$ cat src/hw/rtl/tlsd_pkg.sv
// Package for the type/length string decoder: codes, queue entry type and
// character tables. No dependencies.
package tlsd_pkg;

   // header type field (bits 7:6)
   localparam logic [1:0] TYPE_UNICODE = 2'd0;
   localparam logic [1:0] TYPE_BCD     = 2'd1;
   localparam logic [1:0] TYPE_SIX     = 2'd2;
   localparam logic [1:0] TYPE_ASCII8  = 2'd3;

   // reported string type
   localparam logic [1:0] STYPE_ASCII   = 2'd0;
   localparam logic [1:0] STYPE_UNICODE = 2'd1;
   localparam logic [1:0] STYPE_BINARY  = 2'd2;

   // configuration register indexes
   localparam logic [1:0] CSR_FRU_SEMANTICS = 2'd0;
   localparam logic [1:0] CSR_FORCE_UNICODE = 2'd1;
   localparam logic [1:0] CSR_OUTPUT_LIMIT  = 2'd2;

   localparam logic [7:0] OUTPUT_LIMIT_RESET = 8'd255;

   // bits of the 6-bit stream already taken from the previous byte
   localparam logic [2:0] PHASE_0 = 3'd0;
   localparam logic [2:0] PHASE_4 = 3'd4;
   localparam logic [2:0] PHASE_6 = 3'd6;

   localparam int TLSD_QUEUE_DEPTH = 2;

   typedef enum logic [1:0] {
      KIND_NONE = 2'd0,
      KIND_RAW  = 2'd1,
      KIND_BCD  = 2'd2,
      KIND_SIX  = 2'd3
   } tlsd_kind_type;

   // one queue entry: one or two results of one input beat
   typedef struct packed {
      logic          two;
      tlsd_kind_type kind;
      logic [7:0]    code0;
      logic [7:0]    code1;
      logic          last0;
      logic          last1;
      logic [5:0]    cnt0;
      logic [5:0]    cnt1;
      logic [1:0]    stype;
      logic          err;
   } tlsd_entry_type;

   function automatic logic [7:0] tlsd_bcd_char(input logic [3:0] code);
      logic [7:0] ch;
      case (code)
         4'd10:   ch = 8'h20; // ' '
         4'd11:   ch = 8'h2d; // '-'
         4'd12:   ch = 8'h2e; // '.'
         4'd13:   ch = 8'h3a; // ':'
         4'd14:   ch = 8'h2c; // ','
         4'd15:   ch = 8'h5f; // '_'
         default: ch = 8'h30 + {4'd0, code};
      endcase
      return ch;
   endfunction

   function automatic logic [7:0] tlsd_decode_char(input tlsd_kind_type kind,
                                                   input logic [7:0] code);
      logic [7:0] ch;
      case (kind)
         KIND_RAW: ch = code;
         KIND_BCD: ch = tlsd_bcd_char(code[3:0]);
         KIND_SIX: ch = 8'h20 + {2'd0, code[5:0]}; // 6-bit table is ASCII 0x20..0x5f
         default:  ch = 8'h00;
      endcase
      return ch;
   endfunction

endpackage

$ cat src/hw/rtl/tlsd_front.sv
// Front end: config registers, header length check and byte unpacking into
// queue entries. Uses tlsd_pkg.
module tlsd_front import tlsd_pkg::*; (
   input  logic           clock,
   input  logic           reset,
   input  logic           csr_we,
   input  logic [1:0]     csr_index,
   input  logic [7:0]     csr_wdata,
   input  logic           req_valid,
   output logic           req_ready,
   input  logic           req_is_header,
   input  logic [7:0]     req_data_byte,
   input  logic [10:0]    req_avail_bytes,
   input  logic           q_full,
   output logic           q_push,
   output tlsd_entry_type q_entry
);

   logic       fru_ff, fru_in;
   logic       force_ff, force_in;
   logic [7:0] limit_ff, limit_in;

   logic       active_ff, active_in;
   logic [1:0] cur_type_ff, cur_type_in;
   logic [5:0] chars_left_ff, chars_left_in;
   logic [2:0] phase_ff, phase_in;
   logic [3:0] pending_ff, pending_in;
   logic [5:0] chars_done_ff, chars_done_in;
   logic [1:0] type_report_ff, type_report_in;

   logic        accept;
   logic [1:0]  hdr_type;
   logic [1:0]  hdr_stype;
   logic [5:0]  len;
   logic [10:0] data_cnt;
   logic [7:0]  len3;
   logic        too_long;
   logic        empty_in;
   logic [5:0]  left1, left2, done1, done2;

   assign req_ready = !q_full;
   assign accept    = req_valid && req_ready;

   always_comb begin
      fru_in   = fru_ff;
      force_in = force_ff;
      limit_in = limit_ff;
      if (csr_we) begin
         case (csr_index)
            CSR_FRU_SEMANTICS: fru_in   = csr_wdata[0];
            CSR_FORCE_UNICODE: force_in = csr_wdata[0];
            CSR_OUTPUT_LIMIT:  limit_in = csr_wdata;
            default: ;
         endcase
      end
   end

   // header classification; packed 6-bit capacity is floor(8*data/6),
   // so len > cap is the same as 3*len > 4*data
   assign len      = req_data_byte[5:0];
   assign data_cnt = req_avail_bytes - 11'd1;
   assign len3     = {2'd0, len} + {1'b0, len, 1'b0};
   assign empty_in = (limit_ff == 8'd0) || (req_avail_bytes == 11'd0);

   always_comb begin
      hdr_type = req_data_byte[7:6];
      if (force_ff && hdr_type == TYPE_ASCII8) begin
         hdr_type = TYPE_UNICODE;
      end
      hdr_stype = STYPE_ASCII;
      case (hdr_type)
         TYPE_UNICODE: begin
            hdr_stype = fru_ff ? STYPE_BINARY : STYPE_UNICODE;
            too_long  = {5'd0, len} > data_cnt;
         end
         TYPE_BCD: too_long = {6'd0, len} > {data_cnt, 1'b0};
         TYPE_SIX: too_long = {5'd0, len3} > {data_cnt, 2'b00};
         default:  too_long = {5'd0, len} > data_cnt;
      endcase
      if ({2'd0, len} > limit_ff) begin
         too_long = 1'b1;
      end
   end

   assign left1 = chars_left_ff - 6'd1;
   assign left2 = chars_left_ff - 6'd2;
   assign done1 = chars_done_ff + 6'd1;
   assign done2 = chars_done_ff + 6'd2;

   always_comb begin
      active_in      = active_ff;
      cur_type_in    = cur_type_ff;
      chars_left_in  = chars_left_ff;
      phase_in       = phase_ff;
      pending_in     = pending_ff;
      chars_done_in  = chars_done_ff;
      type_report_in = type_report_ff;
      q_push         = 1'b0;
      q_entry        = '0;
      q_entry.kind   = KIND_NONE;
      q_entry.last0  = 1'b1;

      if (accept) begin
         if (req_is_header) begin
            active_in     = 1'b0;
            chars_left_in = 6'd0;
            chars_done_in = 6'd0;
            phase_in      = PHASE_0;
            pending_in    = 4'd0;
            if (empty_in) begin
               type_report_in = STYPE_ASCII;
               q_push         = 1'b1;
            end else begin
               cur_type_in    = hdr_type;
               type_report_in = hdr_stype;
               q_entry.stype  = hdr_stype;
               if (too_long) begin
                  q_entry.err = 1'b1;
                  q_push      = 1'b1;
               end else if (len == 6'd0) begin
                  q_push = 1'b1;
               end else begin
                  chars_left_in = len;
                  active_in     = 1'b1;
               end
            end
         end else if (active_ff) begin
            q_push        = 1'b1;
            q_entry.stype = type_report_ff;
            q_entry.cnt0  = done1;
            q_entry.cnt1  = done2;
            q_entry.last0 = (left1 == 6'd0);
            q_entry.last1 = (left2 == 6'd0);
            case (cur_type_ff)
               TYPE_BCD: begin
                  q_entry.kind  = KIND_BCD;
                  q_entry.code0 = {4'd0, req_data_byte[3:0]};
                  q_entry.code1 = {4'd0, req_data_byte[7:4]};
                  q_entry.two   = (left1 != 6'd0);
               end
               TYPE_SIX: begin
                  q_entry.kind = KIND_SIX;
                  case (phase_ff)
                     PHASE_0: begin
                        q_entry.code0 = {2'd0, req_data_byte[5:0]};
                        pending_in    = {2'd0, req_data_byte[7:6]};
                        phase_in      = PHASE_6;
                     end
                     PHASE_6: begin
                        q_entry.code0 = {2'd0, req_data_byte[3:0], pending_ff[1:0]};
                        pending_in    = req_data_byte[7:4];
                        phase_in      = PHASE_4;
                     end
                     default: begin
                        q_entry.code0 = {2'd0, req_data_byte[1:0], pending_ff};
                        q_entry.code1 = {2'd0, req_data_byte[7:2]};
                        q_entry.two   = (left1 != 6'd0);
                        pending_in    = 4'd0;
                        phase_in      = PHASE_0;
                     end
                  endcase
               end
               default: begin
                  q_entry.kind  = KIND_RAW;
                  q_entry.code0 = req_data_byte;
               end
            endcase
            chars_left_in = q_entry.two ? left2 : left1;
            chars_done_in = q_entry.two ? done2 : done1;
            active_in     = (chars_left_in != 6'd0);
         end
      end
   end

   always_ff @(posedge clock) begin
      if (reset) begin
         fru_ff         <= 1'b0;
         force_ff       <= 1'b0;
         limit_ff       <= OUTPUT_LIMIT_RESET;
         active_ff      <= 1'b0;
         cur_type_ff    <= TYPE_UNICODE;
         chars_left_ff  <= 6'd0;
         phase_ff       <= PHASE_0;
         pending_ff     <= 4'd0;
         chars_done_ff  <= 6'd0;
         type_report_ff <= STYPE_ASCII;
      end else begin
         fru_ff         <= fru_in;
         force_ff       <= force_in;
         limit_ff       <= limit_in;
         active_ff      <= active_in;
         cur_type_ff    <= cur_type_in;
         chars_left_ff  <= chars_left_in;
         phase_ff       <= phase_in;
         pending_ff     <= pending_in;
         chars_done_ff  <= chars_done_in;
         type_report_ff <= type_report_in;
      end
   end

endmodule

$ cat src/hw/rtl/tlsd_queue.sv
// Small FIFO of decoded entries between front and back end.
// Uses tlsd_pkg for the entry type.
module tlsd_queue import tlsd_pkg::*; #(
   parameter int Depth = TLSD_QUEUE_DEPTH
) (
   input  logic           clock,
   input  logic           reset,
   input  logic           push,
   input  tlsd_entry_type push_entry,
   input  logic           pop,
   output tlsd_entry_type head,
   output logic           empty,
   output logic           full
);

   localparam int PtrW = (Depth > 1) ? $clog2(Depth) : 1;
   localparam int CntW = $clog2(Depth + 1);
   localparam logic [PtrW-1:0] LastPtr = PtrW'(Depth - 1);
   localparam logic [CntW-1:0] DepthCnt = CntW'(Depth);

   tlsd_entry_type slots_ff [Depth];
   logic [PtrW-1:0] wr_ptr_ff, wr_ptr_in;
   logic [PtrW-1:0] rd_ptr_ff, rd_ptr_in;
   logic [CntW-1:0] count_ff, count_in;

   assign empty = (count_ff == '0);
   assign full  = (count_ff == DepthCnt);
   assign head  = slots_ff[rd_ptr_ff];

   always_comb begin
      wr_ptr_in = wr_ptr_ff;
      rd_ptr_in = rd_ptr_ff;
      count_in  = count_ff;
      if (push) begin
         wr_ptr_in = (wr_ptr_ff == LastPtr) ? '0 : wr_ptr_ff + 1'b1;
      end
      if (pop) begin
         rd_ptr_in = (rd_ptr_ff == LastPtr) ? '0 : rd_ptr_ff + 1'b1;
      end
      if (push && !pop) begin
         count_in = count_ff + 1'b1;
      end else if (pop && !push) begin
         count_in = count_ff - 1'b1;
      end
   end

   always_ff @(posedge clock) begin
      if (push) begin
         slots_ff[wr_ptr_ff] <= push_entry;
      end
   end

   always_ff @(posedge clock) begin
      if (reset) begin
         wr_ptr_ff <= '0;
         rd_ptr_ff <= '0;
         count_ff  <= '0;
      end else begin
         wr_ptr_ff <= wr_ptr_in;
         rd_ptr_ff <= rd_ptr_in;
         count_ff  <= count_in;
      end
   end

   a_no_overflow: assert property (@(posedge clock) disable iff (reset)
      push |-> !full || pop)
      else $error("queue push while full");

   a_no_underflow: assert property (@(posedge clock) disable iff (reset)
      pop |-> !empty)
      else $error("queue pop while empty");

   a_count_bound: assert property (@(posedge clock) disable iff (reset)
      count_ff <= DepthCnt)
      else $error("queue count beyond depth");

endmodule

$ cat src/hw/rtl/tlsd_back.sv
// Back end: expands queue entries into one result beat per cycle while rsp_ready
// holds nothing back, through the character tables, into a registered result channel. Uses tlsd_pkg.
module tlsd_back import tlsd_pkg::*; (
   input  logic           clock,
   input  logic           reset,
   input  tlsd_entry_type head,
   input  logic           q_empty,
   output logic           q_pop,
   output logic           rsp_valid,
   input  logic           rsp_ready,
   output logic           rsp_char_valid,
   output logic [7:0]     rsp_out_char,
   output logic           rsp_last_of_string,
   output logic [1:0]     rsp_string_type,
   output logic           rsp_decode_error,
   output logic [5:0]     rsp_char_count
);

   logic       valid_ff, valid_in;
   logic       sel_ff, sel_in;   // second result of the head entry is next
   logic       char_valid_ff;
   logic [7:0] out_char_ff;
   logic       last_ff;
   logic [1:0] stype_ff;
   logic       err_ff;
   logic [5:0] count_ff;
   logic       load;
   logic [7:0] code;

   assign load  = !q_empty && (!valid_ff || rsp_ready);
   assign q_pop = load && (sel_ff || !head.two);
   assign code  = sel_ff ? head.code1 : head.code0;

   always_comb begin
      valid_in = valid_ff;
      sel_in   = sel_ff;
      if (load) begin
         valid_in = 1'b1;
         sel_in   = !q_pop;
      end else if (rsp_ready) begin
         valid_in = 1'b0;
      end
   end

   always_ff @(posedge clock) begin
      if (reset) begin
         valid_ff <= 1'b0;
         sel_ff   <= 1'b0;
      end else begin
         valid_ff <= valid_in;
         sel_ff   <= sel_in;
      end
   end

   always_ff @(posedge clock) begin
      if (load) begin
         char_valid_ff <= (head.kind != KIND_NONE);
         out_char_ff   <= tlsd_decode_char(head.kind, code);
         last_ff       <= sel_ff ? head.last1 : head.last0;
         stype_ff      <= head.stype;
         err_ff        <= head.err;
         count_ff      <= sel_ff ? head.cnt1 : head.cnt0;
      end
   end

   assign rsp_valid          = valid_ff;
   assign rsp_char_valid     = char_valid_ff;
   assign rsp_out_char       = out_char_ff;
   assign rsp_last_of_string = last_ff;
   assign rsp_string_type    = stype_ff;
   assign rsp_decode_error   = err_ff;
   assign rsp_char_count     = count_ff;

   a_err_no_char: assert property (@(posedge clock) disable iff (reset)
      valid_ff && err_ff |-> !char_valid_ff && last_ff && count_ff == 6'd0)
      else $error("error beat carries a character");

   a_second_pops: assert property (@(posedge clock) disable iff (reset)
      load && sel_ff |-> q_pop)
      else $error("second result did not retire its entry");

   a_sel_needs_entry: assert property (@(posedge clock) disable iff (reset)
      sel_ff |-> !q_empty)
      else $error("pending second result without entry");

endmodule

$ cat src/hw/rtl/ipmi_type_length_string_decoder.sv
// Type/length string decoder, top level. A result beat is registered in the
// queue and then in the result register. Throughput: one input beat per cycle
// while each causes at most one result and rsp_ready holds no result back; a
// byte that unpacks to two characters holds the single result register for
// both; the queue takes further beats meanwhile until full. Reset (synchronous)
// clears the queue, the decode state and the registers (output_limit to 255).
module ipmi_type_length_string_decoder import tlsd_pkg::*; #(
   parameter int QueueDepth = TLSD_QUEUE_DEPTH
) (
   input  logic        clock,
   input  logic        reset,
   input  logic        csr_we,
   input  logic [1:0]  csr_index,
   input  logic [7:0]  csr_wdata,
   input  logic        req_valid,
   output logic        req_ready,
   input  logic        req_is_header,
   input  logic [7:0]  req_data_byte,
   input  logic [10:0] req_avail_bytes,
   output logic        rsp_valid,
   input  logic        rsp_ready,
   output logic        rsp_char_valid,
   output logic [7:0]  rsp_out_char,
   output logic        rsp_last_of_string,
   output logic [1:0]  rsp_string_type,
   output logic        rsp_decode_error,
   output logic [5:0]  rsp_char_count
);

   tlsd_entry_type push_entry;
   tlsd_entry_type head;
   logic           q_push, q_pop, q_empty, q_full;

   tlsd_front u_front (
      .clock           (clock),
      .reset           (reset),
      .csr_we          (csr_we),
      .csr_index       (csr_index),
      .csr_wdata       (csr_wdata),
      .req_valid       (req_valid),
      .req_ready       (req_ready),
      .req_is_header   (req_is_header),
      .req_data_byte   (req_data_byte),
      .req_avail_bytes (req_avail_bytes),
      .q_full          (q_full),
      .q_push          (q_push),
      .q_entry         (push_entry)
   );

   tlsd_queue #(
      .Depth (QueueDepth)
   ) u_queue (
      .clock      (clock),
      .reset      (reset),
      .push       (q_push),
      .push_entry (push_entry),
      .pop        (q_pop),
      .head       (head),
      .empty      (q_empty),
      .full       (q_full)
   );

   tlsd_back u_back (
      .clock              (clock),
      .reset              (reset),
      .head               (head),
      .q_empty            (q_empty),
      .q_pop              (q_pop),
      .rsp_valid          (rsp_valid),
      .rsp_ready          (rsp_ready),
      .rsp_char_valid     (rsp_char_valid),
      .rsp_out_char       (rsp_out_char),
      .rsp_last_of_string (rsp_last_of_string),
      .rsp_string_type    (rsp_string_type),
      .rsp_decode_error   (rsp_decode_error),
      .rsp_char_count     (rsp_char_count)
   );

endmodule
$ cat config.mk
export PLATFORM = sky130hd
export DESIGN_NAME = ipmi_type_length_string_decoder
export DESIGN_NICKNAME = d
export VERILOG_FILES = /design/src/hw/rtl/tlsd_pkg.sv /design/src/hw/rtl/tlsd_front.sv /design/src/hw/rtl/tlsd_queue.sv /design/src/hw/rtl/tlsd_back.sv /design/src/hw/rtl/ipmi_type_length_string_decoder.sv
export SDC_FILE = /design/constraint.sdc
export NUM_CORES = 1
export LEC_CHECK = 0
export BUFFER_PORTS_ARGS = -buffer_cell sky130_fd_sc_hd__clkbuf_2
export CORE_ASPECT_RATIO = 1.5
export CORE_MARGIN = 5
export CORE_UTILIZATION = 47
export DETAILED_ROUTE_END_ITERATION = 10
export GPL_TIMING_DRIVEN = 0
export PLACE_DENSITY = 0.64
export SLEW_MARGIN = 0
export SYNTH_ARGS = -nofsm -noshare
export SYNTH_HDL_FRONTEND = slang
export SYNTH_SLANG_ARGS = --single-unit
$ cat constraint.sdc
create_clock -name clock -period 11.94 [get_ports clock]
set_clock_uncertainty 0.05 [all_clocks]
set_input_delay 0.597 -clock clock [delete_from_list [all_inputs] [get_ports clock]]
set_output_delay 0.597 -clock clock [all_outputs]
set_load 0.03 [all_outputs]
==> reports/metrics.yaml <==
outcome: "complete, no violations"
grt_usage: 0.193
die_w_microns: 109
numCtsBuffers: 17
num_vias: 5080
final_cell_area_sq_mm: 0.00800
cts_tree: "built"
synth_edf_count: 87
clock_latency_ns: 0.41
wl_microns: 15800
rr_worst_depth: 9
port_buffers: 53
fill_cells: 1277
setup_viol: 0
ant_nets: 0
remaining_drc_errors: 0
slew_viol_final: 0
critPathMaxStageDelay_ns: 0.73
hold_slack_ns: 0.344
postCtsSetupRepairBufs: 0
hold_viol_final: 0
p_int_uw: 998
grt_max_degree: 35
synth_nets: 716
rsz0062_at_grt: "no"
tightest_slew_ns: 0.967
drt_pre_antenna_iters: 5
fp.dieH_microns: 158
vdd_drop_max_mv: 0.0886
finalCriticalPeriod_ns: 4.33
grt_pass1_vias: 5178
num-nets-final: 789
cp_common_cell: "nor2_1"
worstHoldPathCells: 3
gp_congestion: 0.888
synth-seq-cells: 127
worst-path-max-fanout: 34
start_kind: "input pin"
drv_cap: 0
initial_utilization: 0.477
relSlewSlack: 0.355
r2r_slack_ns: 8.90
wl_per_cell_microns: 17.4
r2r-start: "u_front.chars_left_ff[0]"
power_density_mw_per_mm2: 188
swShare: 0.336
pwr-share-comb: 0.293
syn-cell-area_sq_mm: 0.00690
worstHoldStart: "csr_wdata[3]"
endpoint_kind: "register"
dp.final_hpwl_microns: 11900
syn_avg_cell_area_sq_um: 10.9
drive_above_1_share: 0.165
power.share.clock: 0.326
io_pins: 56
antennaDiodeCount: 0
crit_chain: "clkbuf_2, inv_1, nor2_1, fa_1, a21oi_1, nor2_1, nor2_1, xnor2_1, ha_1, and3_1, a31oi_1, nor2_1, o2bb2ai_2, a32oi_4, a31oi_4, and2_2"
ys_warn_count: 0
cts_resized: 0
grt_overflow: 0
antenna_found_initial: 0
seq_area_sq_mm: 0.00341
critPathSlowestCell: "and2_2"
clkTransAtPathRegs_ns: 0.06
ctsRootBufferMaster: "clkbuf_16"
grt_pass1_wl_microns: 25400
seq_power_share: 0.381
worst-setup-path-type: "in2reg"
yosysUniqueCellTypes: 63
cts.htree.levels: 4
synthToLayoutAreaGrowth_pct: 16.0
critical_path_buf_inv_count: 2
holdPathEnd: "u_front.limit_ff[3]"
clock.fmax_mhz: 231
ctsHoldBuffers: 0
multiInputGateArea_sq_mm: 0.00328
cpLargestDelayFamily: "simple AND/OR/NAND/NOR gates"
hp-class: "in2reg"
placed_area_sq_mm: 0.00744
p_leak_uw: 0.00304
period_share: 0.363
cp.required_ns: 11.93
coreArea_sq_mm: 0.0145
netSwitchingPower_uw: 506
vias_per_cell: 5.56
reg2reg_to: "u_front.active_ff"
clock_path_buffers: 2
async_flop_share: 0
rows: 54
syn_inst: 631
tns_ns: 0
drt_iter0_markers: 317
yosysSeqAreaShare: 0.495
cts.sinks: 127
dieArea_sq_mm: 0.0172
worstPathArrival_ns: 4.31
synth_ff_type: "edfxtp_1"
-- sequential cells by signal, indices dropped and copies added, names as in the netlist, 2 cells and up, named ones only --
name / cells
u_front.phase_ff: 2
u_back.rsp_string_type: 2
u_back.rsp_char_count: 6
u_front.limit_ff: 8
u_front.pending_ff: 4
u_front.type_report_ff: 2
u_queue.count_ff: 2
u_back.rsp_out_char: 8
u_front.chars_done_ff: 6
u_front.chars_left_ff: 6
u_queue.slots_ff: 68
u_front.cur_type_ff: 2
-- area by class of cell --
class	instances	share of cell area
Buffer	24	0.0116
Clock buffer	17	0.0532
Clock inverter	15	0.0170
Inverter	31	0.0145
Multi-Input combinational cell	449	0.411
Sequential cell	127	0.427
Tap cell	196	0.0307
Timing Repair Buffer	54	0.0357
-- synthesized netlist by cell type, types with 2 or more instances --
master     number  area share
a21oi_1        34       0.025
nor4b_1         5      0.0063
or4_1           2      0.0022
a22o_1          8       0.010
a31oi_4         2      0.0062
clkbuf_1       21       0.011
nor2b_1         9      0.0082
a311oi_1        3      0.0038
nand3b_1       12       0.013
xor2_1         12       0.015
nand2b_1        4      0.0036
a21o_1          2      0.0022
nand2_1        63       0.034
buf_2           2      0.0015
o21ai_0        24       0.017
a31oi_1         4      0.0036
a221oi_1        5      0.0063
inv_1          31       0.017
nand3_1        14       0.010
xnor2_1        12       0.015
o211ai_1        3      0.0033
nand4_1         9      0.0082
nor3_1          9      0.0065
nor2_1         64       0.035
a2111oi_0       2      0.0025
a211oi_1        3      0.0033
o21a_1          7      0.0076
nor3b_1         2      0.0022
o21bai_1        3      0.0033
a22oi_1         8      0.0087
mux4_2         13       0.042
edfxtp_1       87        0.38
ha_1           49       0.089
mux2i_1         7       0.010
nor4_1          3      0.0027
o21ai_1         6      0.0044
mux2_2          6      0.0098
o31ai_1         3      0.0033
dfxtp_1        40        0.12
and2_1         10      0.0091
and3_1          6      0.0054
-- cells in the final DEF (no fill, tap or decap), types with 6 or more instances in the layout --
master	synthesis	routed
nand3b_1	12	12
nand2_1	63	63
mux2i_1	7	7
nand3_1	14	14
clkbuf_2	0	53
clkbuf_1	21	21
nor2_1	64	64
inv_1	31	31
xor2_1	12	12
o21ai_1	6	6
o21ai_0	24	24
edfxtp_1	87	87
and3_1	6	6
ha_1	49	49
o21a_1	7	7
nand4_1	9	9
a22oi_1	8	8
mux2_2	6	6
nor2b_1	9	8
mux4_2	13	13
xnor2_1	12	12
clkbuf_16	0	17
a21oi_1	34	34
a22o_1	8	8
nor3_1	9	9
and2_1	10	9
dfxtp_1	40	40
-- cell families (layout without fill, tap and decap cells) --
logic type	count (synthesis)	count (layout)	synth area share
compound gates	127	127	0.128
flops	127	127	0.495
simple gates	221	221	0.160
mux	27	27	0.0646
xor+xnor	24	24	0.0305
buf+inv	55	141	0.0303
fa+ha+maj	50	50	0.0918
-- through the flow --
stage / total power [uW] / util / cells / setup WS, ns
floorplan: 907 / - / 631 / 7.08
global placement: 1010 / 0.512 / 880 / 5.55
detailed placement: 1030 / 0.514 / 881 / 7.17
CTS: 1520 / 0.553 / 913 / 7.59
global route: 1580 / 0.553 / 913 / 7.32
finish: 1500 / 0.553 / 913 / 7.61
-- power by group through the flow --
stage          registers, uW  clock network [uW]  logic (uW)
6_report                 573                 490         440
5_1_grt                  578                 519         485
4_1_cts                  574                 499         445
3_5_place_dp             583                   0         443
3_3_place_gp             581                   0         432
2_1_floorplan            642                   0         265
-- worst reg2reg max path, cell delays in order (launching register included) --
cell and delay [ns]:
dfxtp_1 0.45, inv_1 0.19, ha_1 0.27, xnor2_1 0.27, nand3_1 0.22, o21ai_1 0.63
nand3_1 0.17, a21oi_1 0.16, nor4b_1 0.35, o32ai_1 0.16
-- metal layers --
| layer | GRT usage | share of wire |
|---|---|---|
| met5 | 0 | 0 |
| met4 | 0.103 | 0.037 |
| met3 | 0.0373 | 0.038 |
| met2 | 0.354 | 0.54 |
| met1 | 0.205 | 0.38 |
-- worst max-delay path by stage --
stage / end / from / depth (start not counted) / slack, ns
finish: u_queue.slots_ff[1][8] / req_data_byte[1] / 16 / 7.61
global route: u_queue.slots_ff[1][8] / req_data_byte[1] / 16 / 7.32
CTS: u_queue.slots_ff[1][8] / req_data_byte[1] / 16 / 7.59
detailed placement: u_queue.slots_ff[1][15] / req_data_byte[1] / 16 / 7.17
global placement: u_queue.slots_ff[0][15] / req_data_byte[1] / 16 / 5.55
floorplan: u_queue.slots_ff[0][0] / req_data_byte[1] / 14 / 7.08
(Power assumes the default switching activity.)
